$ cat src/hw/rtl/rtts_pkg.sv
package rtts_pkg;

  // Coordinate and field widths
  localparam int COORD_W = 16;
  localparam int WIDE_W  = COORD_W + 1;
  localparam int LOC_W   = 3;
  localparam int IDX_W   = 6;
  localparam int ROWS_W  = 4;
  localparam int CFG_IDX_W = 3;
  localparam int DIV_CNT_W = 5;

  // Largest span of tile columns and rows per query
  localparam int MAX_COLS = 8;
  localparam int MAX_ROWS = 8;

  // Configuration register indexes
  localparam logic [CFG_IDX_W-1:0] REG_IMAGE_WIDTH  = 3'd0;
  localparam logic [CFG_IDX_W-1:0] REG_IMAGE_HEIGHT = 3'd1;
  localparam logic [CFG_IDX_W-1:0] REG_TILE_WIDTH   = 3'd2;
  localparam logic [CFG_IDX_W-1:0] REG_TILE_HEIGHT  = 3'd3;
  localparam logic [CFG_IDX_W-1:0] REG_LAYOUT_ROWS  = 3'd4;

  // Result status codes
  localparam logic STATUS_TILE  = 1'b0;
  localparam logic STATUS_ERROR = 1'b1;

  typedef struct packed {
    logic [COORD_W-1:0] query_x;
    logic [COORD_W-1:0] query_y;
    logic [COORD_W-1:0] query_w;
    logic [COORD_W-1:0] query_h;
  } in_word_t;

  typedef struct packed {
    logic               status;
    logic [IDX_W-1:0]   tile_index;
    logic [LOC_W-1:0]   local_col;
    logic [LOC_W-1:0]   local_row;
    logic [COORD_W-1:0] sub_x;
    logic [COORD_W-1:0] sub_y;
    logic [COORD_W-1:0] sub_w;
    logic [COORD_W-1:0] sub_h;
    logic               last_tile;
  } out_word_t;

  // Corner divisions run one after another on the shared divider
  typedef enum logic [1:0] {
    OP_COL_FIRST = 2'd0,
    OP_ROW_FIRST = 2'd1,
    OP_COL_LAST  = 2'd2,
    OP_ROW_LAST  = 2'd3
  } div_op_t;

  typedef enum logic [2:0] {
    ST_IDLE,
    ST_CHECK,
    ST_DIV,
    ST_SPAN,
    ST_EMIT,
    ST_ERROR
  } state_t;

  typedef struct packed {
    logic    load_query;
    logic    div_start;
    div_op_t div_sel;
    div_op_t div_op;
    logic    init_walk;
    logic    emit_tile;
    logic    emit_error;
  } ctrl_cmd_t;

  typedef struct packed {
    logic qry_bad;
    logic span_bad;
    logic div_done;
    logic out_free;
    logic tile_last;
  } dp_status_t;

endpackage

$ cat src/hw/rtl/rtts_div.sv
module rtts_div (
  input  logic                            clk,
  input  logic                            rst,
  input  logic                            start,
  input  logic [rtts_pkg::COORD_W-1:0]    dividend,
  input  logic [rtts_pkg::COORD_W-1:0]    divisor,
  output logic                            done,
  output logic [rtts_pkg::COORD_W-1:0]    quotient,
  output logic [rtts_pkg::COORD_W-1:0]    remainder
);

  logic                             active;
  logic [rtts_pkg::DIV_CNT_W-1:0]   cnt;
  logic [rtts_pkg::COORD_W-1:0]     dsr;
  logic [rtts_pkg::WIDE_W-1:0]      shifted;
  logic [rtts_pkg::WIDE_W-1:0]      trial;

  // One restoring step: shift in the next dividend bit, try to subtract
  assign shifted = {remainder, quotient[rtts_pkg::COORD_W-1]};
  assign trial   = shifted - {1'b0, dsr};

  always_ff @(posedge clk) begin
    if (rst) begin
      active <= 1'b0;
      done   <= 1'b0;
      cnt    <= '0;
    end else begin
      done <= 1'b0;
      if (start) begin
        active <= 1'b1;
        cnt    <= rtts_pkg::DIV_CNT_W'(rtts_pkg::COORD_W);
      end else if (active) begin
        cnt <= cnt - 1'b1;
        if (cnt == rtts_pkg::DIV_CNT_W'(1)) begin
          active <= 1'b0;
          done   <= 1'b1;
        end
      end
    end
  end

  // Hold the partial remainder and quotient
  always_ff @(posedge clk) begin
    if (start) begin
      remainder <= '0;
      quotient  <= dividend;
      dsr       <= divisor;
    end else if (active) begin
      if (!trial[rtts_pkg::WIDE_W-1]) begin
        remainder <= trial[rtts_pkg::COORD_W-1:0];
        quotient  <= {quotient[rtts_pkg::COORD_W-2:0], 1'b1};
      end else begin
        remainder <= shifted[rtts_pkg::COORD_W-1:0];
        quotient  <= {quotient[rtts_pkg::COORD_W-2:0], 1'b0};
      end
    end
  end

endmodule

$ cat src/hw/rtl/rtts_datapath.sv
module rtts_datapath (
  input  logic                             clk,
  input  logic                             rst,
  input  rtts_pkg::ctrl_cmd_t              cmd,
  output rtts_pkg::dp_status_t             status,
  input  rtts_pkg::in_word_t               in_data,
  input  logic                             cfg_valid,
  input  logic [rtts_pkg::CFG_IDX_W-1:0]   cfg_index,
  input  logic [rtts_pkg::COORD_W-1:0]     cfg_data,
  output logic                             out_valid,
  input  logic                             out_ready,
  output rtts_pkg::out_word_t              out_data
);

  localparam int CW = rtts_pkg::COORD_W;
  localparam int WW = rtts_pkg::WIDE_W;

  // Configuration
  logic [CW-1:0]               image_width, image_height, tile_width, tile_height;
  logic [rtts_pkg::ROWS_W-1:0] layout_rows;

  // Held query
  logic [CW-1:0] qx, qy, qw, qh;
  logic [WW-1:0] xe, ye;

  // Division results
  logic [CW-1:0] fc, fr, lc, lr, cs0, rs0;

  // Walk state
  logic [WW-1:0]                cs, cs_end, rs, rs_end, rs0_end;
  logic [rtts_pkg::LOC_W-1:0]   lcol, lrow, ncm1, nrm1;
  logic [rtts_pkg::IDX_W-1:0]   col_idx, row_idx;

  logic                  div_done;
  logic [CW-1:0]         div_q, div_r, div_a, div_b;
  logic [CW-1:0]         dc, dr;
  logic [9:0]            col_base;
  logic [WW-1:0]         left, right, top, bot;
  logic                  row_wrap;
  rtts_pkg::out_word_t   tile_word, err_word;

  // Write configuration registers
  always_ff @(posedge clk) begin
    if (rst) begin
      image_width  <= 16'd2048;
      image_height <= 16'd2048;
      tile_width   <= 16'd256;
      tile_height  <= 16'd256;
      layout_rows  <= 4'd8;
    end else if (cfg_valid) begin
      case (cfg_index)
        rtts_pkg::REG_IMAGE_WIDTH:  image_width  <= cfg_data;
        rtts_pkg::REG_IMAGE_HEIGHT: image_height <= cfg_data;
        rtts_pkg::REG_TILE_WIDTH:   tile_width   <= cfg_data;
        rtts_pkg::REG_TILE_HEIGHT:  tile_height  <= cfg_data;
        rtts_pkg::REG_LAYOUT_ROWS:  layout_rows  <= cfg_data[rtts_pkg::ROWS_W-1:0];
        default: ;
      endcase
    end
  end

  // Capture the query and its far edges
  always_ff @(posedge clk) begin
    if (cmd.load_query) begin
      qx <= in_data.query_x;
      qy <= in_data.query_y;
      qw <= in_data.query_w;
      qh <= in_data.query_h;
      xe <= {1'b0, in_data.query_x} + {1'b0, in_data.query_w};
      ye <= {1'b0, in_data.query_y} + {1'b0, in_data.query_h};
    end
  end

  assign status.qry_bad = (qw == '0) || (qh == '0) || (tile_width == '0) ||
                          (tile_height == '0) || (xe > {1'b0, image_width}) ||
                          (ye > {1'b0, image_height});

  // Select operands of the next corner division
  always_comb begin
    case (cmd.div_sel)
      rtts_pkg::OP_COL_FIRST: begin div_a = qx;                    div_b = tile_width;  end
      rtts_pkg::OP_ROW_FIRST: begin div_a = qy;                    div_b = tile_height; end
      rtts_pkg::OP_COL_LAST:  begin div_a = CW'(xe - 1'b1);        div_b = tile_width;  end
      rtts_pkg::OP_ROW_LAST:  begin div_a = CW'(ye - 1'b1);        div_b = tile_height; end
      default:                begin div_a = qx;                    div_b = tile_width;  end
    endcase
  end

  rtts_div u_div (
    .clk       (clk),
    .rst       (rst),
    .start     (cmd.div_start),
    .dividend  (div_a),
    .divisor   (div_b),
    .done      (div_done),
    .quotient  (div_q),
    .remainder (div_r)
  );

  assign status.div_done = div_done;

  // Store first and last tile coordinates; first tiles also keep their origin
  always_ff @(posedge clk) begin
    if (div_done) begin
      case (cmd.div_op)
        rtts_pkg::OP_COL_FIRST: begin fc <= div_q; cs0 <= qx - div_r; end
        rtts_pkg::OP_ROW_FIRST: begin fr <= div_q; rs0 <= qy - div_r; end
        rtts_pkg::OP_COL_LAST:  lc <= div_q;
        rtts_pkg::OP_ROW_LAST:  lr <= div_q;
        default: ;
      endcase
    end
  end

  // Span check; the tile count never exceeds MAX_COLS * MAX_ROWS once both pass
  assign dc = lc - fc;
  assign dr = lr - fr;
  assign status.span_bad = (dc > CW'(rtts_pkg::MAX_COLS - 1)) ||
                           (dr > CW'(rtts_pkg::MAX_ROWS - 1));

  assign col_base = {4'b0, fc[rtts_pkg::IDX_W-1:0]} * {6'b0, layout_rows};

  // Clip the query against the current tile
  always_comb begin
    left  = ({1'b0, qx} > cs) ? {1'b0, qx} : cs;
    right = (xe < cs_end) ? xe : cs_end;
    top   = ({1'b0, qy} > rs) ? {1'b0, qy} : rs;
    bot   = (ye < rs_end) ? ye : rs_end;
  end

  assign row_wrap         = (lrow == nrm1);
  assign status.tile_last = row_wrap && (lcol == ncm1);

  always_comb begin
    tile_word.status     = rtts_pkg::STATUS_TILE;
    tile_word.tile_index = col_idx + row_idx;
    tile_word.local_col  = lcol;
    tile_word.local_row  = lrow;
    tile_word.sub_x      = CW'(left - cs);
    tile_word.sub_y      = CW'(top - rs);
    tile_word.sub_w      = CW'(right - left);
    tile_word.sub_h      = CW'(bot - top);
    tile_word.last_tile  = status.tile_last;
    err_word             = '0;
    err_word.status      = rtts_pkg::STATUS_ERROR;
    err_word.last_tile   = 1'b1;
  end

  // Advance the walk: rows inner, columns outer
  always_ff @(posedge clk) begin
    if (cmd.init_walk) begin
      cs      <= {1'b0, cs0};
      cs_end  <= {1'b0, cs0} + {1'b0, tile_width};
      rs      <= {1'b0, rs0};
      rs_end  <= {1'b0, rs0} + {1'b0, tile_height};
      rs0_end <= {1'b0, rs0} + {1'b0, tile_height};
      lcol    <= '0;
      lrow    <= '0;
      ncm1    <= dc[rtts_pkg::LOC_W-1:0];
      nrm1    <= dr[rtts_pkg::LOC_W-1:0];
      col_idx <= col_base[rtts_pkg::IDX_W-1:0];
      row_idx <= fr[rtts_pkg::IDX_W-1:0];
    end else if (cmd.emit_tile) begin
      if (row_wrap) begin
        rs      <= {1'b0, rs0};
        rs_end  <= rs0_end;
        lrow    <= '0;
        row_idx <= fr[rtts_pkg::IDX_W-1:0];
        cs      <= cs_end;
        cs_end  <= cs_end + {1'b0, tile_width};
        lcol    <= lcol + 1'b1;
        col_idx <= col_idx + {2'b0, layout_rows};
      end else begin
        rs      <= rs_end;
        rs_end  <= rs_end + {1'b0, tile_height};
        lrow    <= lrow + 1'b1;
        row_idx <= row_idx + 1'b1;
      end
    end
  end

  // Output register
  assign status.out_free = !out_valid || out_ready;

  always_ff @(posedge clk) begin
    if (rst) begin
      out_valid <= 1'b0;
    end else if (cmd.emit_tile || cmd.emit_error) begin
      out_valid <= 1'b1;
    end else if (out_ready) begin
      out_valid <= 1'b0;
    end
  end

  always_ff @(posedge clk) begin
    if (cmd.emit_tile) begin
      out_data <= tile_word;
    end else if (cmd.emit_error) begin
      out_data <= err_word;
    end
  end

endmodule

$ cat src/hw/rtl/rtts_ctrl.sv
module rtts_ctrl (
  input  logic                  clk,
  input  logic                  rst,
  input  logic                  in_valid,
  output logic                  in_ready,
  output rtts_pkg::ctrl_cmd_t   cmd,
  input  rtts_pkg::dp_status_t  status
);

  rtts_pkg::state_t  state, state_next;
  rtts_pkg::div_op_t op;

  always_ff @(posedge clk) begin
    if (rst) begin
      state <= rtts_pkg::ST_IDLE;
      op    <= rtts_pkg::OP_COL_FIRST;
    end else begin
      state <= state_next;
      if (state == rtts_pkg::ST_CHECK) begin
        op <= rtts_pkg::OP_COL_FIRST;
      end else if (state == rtts_pkg::ST_DIV && status.div_done) begin
        op <= rtts_pkg::div_op_t'(op + 1'b1);
      end
    end
  end

  // Next state
  always_comb begin
    state_next = state;
    case (state)
      rtts_pkg::ST_IDLE:
        if (in_valid) state_next = rtts_pkg::ST_CHECK;
      rtts_pkg::ST_CHECK:
        state_next = status.qry_bad ? rtts_pkg::ST_ERROR : rtts_pkg::ST_DIV;
      rtts_pkg::ST_DIV:
        if (status.div_done && op == rtts_pkg::OP_ROW_LAST) state_next = rtts_pkg::ST_SPAN;
      rtts_pkg::ST_SPAN:
        state_next = status.span_bad ? rtts_pkg::ST_ERROR : rtts_pkg::ST_EMIT;
      rtts_pkg::ST_EMIT:
        if (status.out_free && status.tile_last) state_next = rtts_pkg::ST_IDLE;
      rtts_pkg::ST_ERROR:
        if (status.out_free) state_next = rtts_pkg::ST_IDLE;
      default:
        state_next = rtts_pkg::ST_IDLE;
    endcase
  end

  // Commands
  always_comb begin
    in_ready       = 1'b0;
    cmd            = '0;
    cmd.div_sel    = rtts_pkg::OP_COL_FIRST;
    cmd.div_op     = op;
    case (state)
      rtts_pkg::ST_IDLE: begin
        in_ready       = 1'b1;
        cmd.load_query = in_valid;
      end
      rtts_pkg::ST_CHECK: begin
        cmd.div_start = !status.qry_bad;
      end
      rtts_pkg::ST_DIV: begin
        if (status.div_done && op != rtts_pkg::OP_ROW_LAST) begin
          cmd.div_start = 1'b1;
          cmd.div_sel   = rtts_pkg::div_op_t'(op + 1'b1);
        end
      end
      rtts_pkg::ST_SPAN:  cmd.init_walk  = !status.span_bad;
      rtts_pkg::ST_EMIT:  cmd.emit_tile  = status.out_free;
      rtts_pkg::ST_ERROR: cmd.emit_error = status.out_free;
      default: ;
    endcase
  end

endmodule

$ cat src/hw/rtl/region_to_tile_splitter.sv
// A valid query's first word waits on the four corner divisions, which run one after
// another on one bit-serial divider. Tile words then leave one per cycle while the
// output is not stalled; a query holds the block until its last word is registered.
// An empty or overrunning extent gives its error word before any division starts,
// a span too wide for the walk only after all four. Reset (rst, synchronous, active high)
// idles the controller, empties the output register and loads config defaults.
module region_to_tile_splitter (
  input  logic                             clk,
  input  logic                             rst,
  input  logic                             in_valid,
  output logic                             in_ready,
  input  rtts_pkg::in_word_t               in_data,
  output logic                             out_valid,
  input  logic                             out_ready,
  output rtts_pkg::out_word_t              out_data,
  input  logic                             cfg_valid,
  output logic                             cfg_ready,
  input  logic [rtts_pkg::CFG_IDX_W-1:0]   cfg_index,
  input  logic [rtts_pkg::COORD_W-1:0]     cfg_data
);

  rtts_pkg::ctrl_cmd_t  cmd;
  rtts_pkg::dp_status_t status;

  // Configuration writes are taken in any cycle
  assign cfg_ready = 1'b1;

  rtts_ctrl u_ctrl (
    .clk      (clk),
    .rst      (rst),
    .in_valid (in_valid),
    .in_ready (in_ready),
    .cmd      (cmd),
    .status   (status)
  );

  rtts_datapath u_datapath (
    .clk       (clk),
    .rst       (rst),
    .cmd       (cmd),
    .status    (status),
    .in_data   (in_data),
    .cfg_valid (cfg_valid),
    .cfg_index (cfg_index),
    .cfg_data  (cfg_data),
    .out_valid (out_valid),
    .out_ready (out_ready),
    .out_data  (out_data)
  );

endmodule

$ cat config.mk
export PLATFORM = sky130hd
export DESIGN_NAME = region_to_tile_splitter
export DESIGN_NICKNAME = d
export VERILOG_FILES = /design/src/hw/rtl/rtts_pkg.sv /design/src/hw/rtl/rtts_div.sv /design/src/hw/rtl/rtts_datapath.sv /design/src/hw/rtl/rtts_ctrl.sv /design/src/hw/rtl/region_to_tile_splitter.sv
export SDC_FILE = /design/constraint.sdc
export NUM_CORES = 1
export LEC_CHECK = 0
export ABC_AREA = 1
export BUFFER_PORTS_ARGS = -buffer_cell sky130_fd_sc_hd__buf_4
export CAP_MARGIN = 20
export CELL_PAD_IN_SITES_DETAIL_PLACEMENT = 0
export CELL_PAD_IN_SITES_GLOBAL_PLACEMENT = 2
export CORE_MARGIN = 3
export CORE_UTILIZATION = 35
export DETAILED_ROUTE_END_ITERATION = 12
export GPL_ROUTABILITY_DRIVEN = 0
export PLACE_DENSITY_LB_ADDON = 0.08
export SYNTH_ARGS = -nofsm -noshare
export SYNTH_HDL_FRONTEND = slang
export SYNTH_SLANG_ARGS = --single-unit
$ cat constraint.sdc
create_clock -name clk -period 8.85 [get_ports clk]
set_clock_uncertainty 0.15 [all_clocks]
set_input_delay 1.3275 -clock clk [delete_from_list [all_inputs] [get_ports clk]]
set_output_delay 1.3275 -clock clk [all_outputs]
set_load 0.01 [all_outputs]
Word-level counts from Yosys, hierarchy flattened
Cells that the tools add are included.

Register bits: 510. Logic and storage cells: 206.

Reductions and logical operators: 46. Eq/ne operators: 23. Add/sub/neg operators: 24. Multiply operators: 1. Bitwise operators: 1. Order comparisons: 8. Multiplexer cells: 54.

Operators with widths (count): $mux W16 (12); $mux W77 (2); $sub A16 B16 Y16 (8); $mux W17 (7); $add A16 B16 Y17 (4); $logic_not A16 Y1 (4); $pmux W16 S4 (1); $mux W6 (6); $add A17 B16 Y17 (2); $gt A16 B17 Y1 (2); $gt A17 B16 Y1 (2); $lt A17 B17 Y1 (2); $gt A16 B3 Y1 const B (2); $pmux W16 S2 (1); $sub A16 B1 Y16 const B (2); $reduce_and A2 Y1 (11); $mux W3 (7); $pmux W3 S6 (1); $sub A17 B16 Y17 (1); $mux W1 (13); $eq A3 B2 Y1 const B (4); $mux W5 (2); $reduce_bool A2 Y1 (5); $eq A3 B3 Y1 const B (3); other kinds (25) (53).

Logic depth before layout (Yosys ltp)
Word-level depth: 9. Gate-level depth with buffers: 31. Gate-level depth less buffers: 31.

Modules after synthesis
A second synthesis with hierarchy kept.

Cell total of the unflattened synthesis: 4101. Area, all modules: 33774.9 µm².

Modules (own cells, without submodules): rtts_datapath (times used 1, area an instance 30071.3 µm², cells each 3570); rtts_div (times used 1, area an instance 3329.4 µm², cells each 471); rtts_ctrl (times used 1, area an instance 362.8 µm², cells each 58); region_to_tile_splitter (times used 1, area an instance 11.3 µm², cells each 2).

Worst setup path before layout
Ideal clock, no wire load.

Path kind: input-to-reg. From: input port in_valid. To: register u_datapath.qh[0], enable pin. Arrival: 7.973 ns. Setup time: 0.675 ns. Stages on the path: 2. Path slack: 0.053 ns. Path buffers: 0. Required time: 8.025 ns. Cells stage by stage: inv_1 -> nor3_1.

RTL lines: from (decl) (RTL line region_to_tile_splitter.sv:10) `input logic in_valid,`; to (signal assigned) (RTL line rtts_datapath.sv:68) `qh <= in_data.query_h;`; to (decl) (RTL line rtts_datapath.sv:23) `logic [CW-1:0] qx, qy, qw, qh;`.

Final worst setup path
From: register u_datapath.fc[0]. To: register u_datapath.cs_end[14] (data pin).

Longest elaborated chain between the ends: 6.

Ends and longest elaborated chain: from (decl) (RTL line rtts_datapath.sv:27) `logic [CW-1:0] fc, fr, lc, lr, cs0, rs0;`; from (signal assigned) (RTL line rtts_datapath.sv:106) `rtts_pkg::OP_COL_FIRST: begin fc <= div_q; cs0 <= qx - div_r; end`; $sub A16 B16 Y16 (RTL line rtts_datapath.sv:116) `assign dc = lc - fc;`; $gt A16 B3 Y1 (RTL line rtts_datapath.sv:118) `assign status.span_bad = (dc > CW'(rtts_pkg::MAX_COLS - 1)) ||`; $logic_or A1 B1 Y1 (RTL line rtts_datapath.sv:118); $logic_not A1 Y1 (RTL line rtts_ctrl.sv:68) `rtts_pkg::ST_SPAN: cmd.init_walk = !status.span_bad;`; $mux W1 (RTL line rtts_ctrl.sv:54) `case (state)`; $mux W17 (RTL line rtts_datapath.sv:151) `if (cmd.init_walk) begin`; to (signal assigned) (RTL line rtts_datapath.sv:153) `cs_end <= {1'b0, cs0} + {1'b0, tile_width};`; to (signal assigned) (RTL line rtts_datapath.sv:170) `cs_end <= cs_end + {1'b0, tile_width};`; to (decl) (RTL line rtts_datapath.sv:30) `logic [WW-1:0] cs, cs_end, rs, rs_end, rs0_end;`.

No other way between the ends. A chain may end at the register's enable or synchronous reset.

==> flow_summary.toml <==
[run_status]
status = "complete, no violations"

[finish]
postLayoutCellArea_sq_um = 38300
fin_cells = 5424
utilization_pct = 40.8
multi_input_area_sq_um = 16400
sequential_cell_area_sq_um = 14300
diodes = 0
filler_cell_count = 9672
final_layout_size_suffix_gt1_share_pct = 8.13
nets_finish = 4562
area.growth.synth_to_final_pct = 15.0

[floorplan]
die_width_microns = 314
dieHeight_microns = 314
initial_core_util_pct = 35.5
die-area_sq_um = 98800
core_sq_um = 93700
boundaryPins = 169
rows = 112

[sta]
layout_setup_ws_ns = 2.94
grt_setup_unrepaired = "no"
final-setup-viol-count = 0
whs_ns = 0.308
slew_viol_final = 0
max_clock_freq_ghz = 0.169
timing.final.crit_share_pct = 66.8
worst_pin_slew_ns = 1.10
timing.final.hold_violations = 0
setup-tns-final_ns = 0
relSlewSlack_pct = 26.4
post-route-min-period_ns = 5.91

[clock_network]
clk_root_buffer_cell = "sky130_fd_sc_hd__clkbuf_16"
cts_max_level = 3
cts_resized = 0
clk-insertion-delay-late_ns = 0.63
cts.reportedPaths.clkPinSlew_ns = 0.05
post_cts_repair_setup_buffers = 0
cts_tree = "yes"
cts.sinks = 510
longest_clk_path_bufs = 3
postCtsHoldBufs = 0
tritoncts.num_buffers = 68

[global_route]
global_route.usage.total_pct = 23.8
wire_length_of_the_first_global_routing_pass_microns = 174000
first_global_vias = 26600
overall_overflow_remaining_after_global_route = 0
grt_antenna_before_repair = 6
grt_max_degree = 57

[synth]
syn_nets = 4376
synth.most_common_cell = "sky130_fd_sc_hd__nand2_1"
ys_types = 58
synth-warning-count = 0
synth_enable_flop_cells = 404
netlist_instances = 3930
syn-cell-area_sq_um = 33300
synth.top_cells.by_area = "sky130_fd_sc_hd__edfxtp_1, sky130_fd_sc_hd__ha_1, sky130_fd_sc_hd__nand2_1"
synthArstFlopShare_pct = 0
post_synthesis_register_bit_count = 510
synth.top_cell.area_share_pct = 36.5
yosys-top-cells-count = "sky130_fd_sc_hd__nand2_1, sky130_fd_sc_hd__inv_1, sky130_fd_sc_hd__edfxtp_1, sky130_fd_sc_hd__a21oi_1, sky130_fd_sc_hd__o21ai_0"
dominantRegCellSynth = "sky130_fd_sc_hd__edfxtp_1"
avgSynthCellArea_sq_um = 8.47
synth_top_area_cell = "sky130_fd_sc_hd__edfxtp_1"
synth-seq-area-share_pct = 42.8

[worst_setup_path]
critical-path-max-stage-delay_ns = 0.55
largest_fanout_of_any_net_on_the_critical_path = 37
regToRegSetupSlack_ns = 2.94
critical_path.reg2reg.startpoint = "u_datapath.fc[0]"
arrival_ns = 6.12
timing.critical_path.from_type = "register"
crit_path_end_kind = "register"
crit_buf_inv = 3
worst_ep_required_time_ns = 9.06
path_depth = 28
reg2reg_depth = 28
path_class = "register to register"
worstSetupStartpoint = "u_datapath.fc[0]"
family_of_cells_with_the_greatest_summed_delay_on_the_critical_path = "compound AO/OA/AOI/OAI gates"
critical-path-top-cell-by-count = "sky130_fd_sc_hd__nand2_1"
cp_slowest_cell = "sky130_fd_sc_hd__clkinv_2"

[drt]
routed_wl_microns = 118000
post-route-drc-count = 0
drt_pass1_iterations = 6
drt-wirelength-per-cell_microns = 21.7
detail-route-antenna-nets = 0
vias = 27300
detail_route.vias_per_cell = 5.03
first_iter_violations = 1969

[placement]
post-place-ws_ns = 3.00
detailed_place.area_sq_um = 35900
io_buffer_count = 167
numPlacedInstances = 5298
place.detailed.hpwl_microns = 94000

[power]
cellPowerDensity_nw_per_um2 = 256
peakVddDrop_uv = 132
p_leak_nw = 17.4
post_layout_total_power_mw = 9.79

[hold_path]
worstHoldStart = "u_datapath.image_width[7]"
hold_depth = 2
hold_path.class = "register to register"

[job]
cap_viol_max_count = 0
-- layer usage --
| metal | wire length, microns | vias to the layer above | share of wire (%) | global-route usage (%) |
|---|---|---|---|---|
| met3 | 4880 | 102 | 4.1 | 2.55 |
| met1 | 55400 | 12900 | 47 | 33.2 |
| li1 | - | 13700 | - | - |
| met2 | 55100 | 539 | 47 | 39.3 |
| met4 | 2390 | 0 | 2.0 | 5.88 |
| met5 | 0 | - | 0 | 0 |
-- worst paths after layout --
path	endpoint
min reg2reg	u_datapath.image_width[7]
min	u_datapath.image_width[7]
max	u_datapath.cs_end[14]
max reg2reg	u_datapath.cs_end[14]
-- worst register-to-register path: cells and delay by family, from the launching register on --
family	cells	cell delay, ns
adder cells (fa/ha/maj)	4	1.32
XOR/XNOR	1	0.07
AO/OA/AOI/OAI	5	1.63
flip-flops	1	0.41
AND/OR/NAND/NOR	15	1.39
buffers and inverters	3	0.69
-- cells in the final DEF (no fill, tap or decap), types with 20 or more instances in the layout --
master / count
sky130_fd_sc_hd__a21o_1: 20
sky130_fd_sc_hd__a21oi_1: 357
sky130_fd_sc_hd__a31oi_1: 23
sky130_fd_sc_hd__buf_4: 187
sky130_fd_sc_hd__clkbuf_16: 70
sky130_fd_sc_hd__dfxtp_1: 106
sky130_fd_sc_hd__edfxtp_1: 404
sky130_fd_sc_hd__fa_1: 21
sky130_fd_sc_hd__ha_1: 337
sky130_fd_sc_hd__inv_1: 618
sky130_fd_sc_hd__nand2_1: 781
sky130_fd_sc_hd__nand3_1: 149
sky130_fd_sc_hd__nand3b_1: 21
sky130_fd_sc_hd__nand4_1: 41
sky130_fd_sc_hd__nor2_1: 276
sky130_fd_sc_hd__nor3_1: 29
sky130_fd_sc_hd__o21a_1: 23
sky130_fd_sc_hd__o21ai_0: 343
sky130_fd_sc_hd__xnor2_1: 48
sky130_fd_sc_hd__xor2_1: 89
-- state kept, by name (all words and copies together) (netlist names), 17 cells and up --
name,flops
u_datapath.rs0_end,17
u_datapath.rs,17
u_datapath.ye,17
u_datapath.rs_end,17
u_datapath.out_data,78
u_datapath.cs,17
u_datapath.xe,17
u_datapath.cs_end,17
-- layout make-up --
| type | count | area share, % |
|---|---|---|
| inverter | 622 | 6.10 |
| multi-input combinational | 2725 | 42.8 |
| sequential | 510 | 37.3 |
| tap | 1254 | 4.10 |
| clock inverter | 35 | 1.14 |
| timing repair buffer | 189 | 3.72 |
| clock buffer | 89 | 4.87 |
-- report_power, final --
group / switching, mW / internal, mW / leakage [nW]
Clock: 1.12 / 1.75 / 1.10
Sequential: 0.344 / 3.02 / 4.59
Combinational: 2.34 / 1.22 / 11.7
-- logic make-up after synthesis --
group / count (synthesis) / share of synthesized area, %
other: 1 / 0.0113
buffers and inverters: 695 / 8.01
flip-flops: 510 / 42.8
AND/OR/NAND/NOR: 1351 / 17.1
adder cells (fa/ha/maj): 358 / 13.9
XOR/XNOR: 137 / 3.61
AO/OA/AOI/OAI: 878 / 14.5
Note: power is estimated with default switching activity, not from simulation.
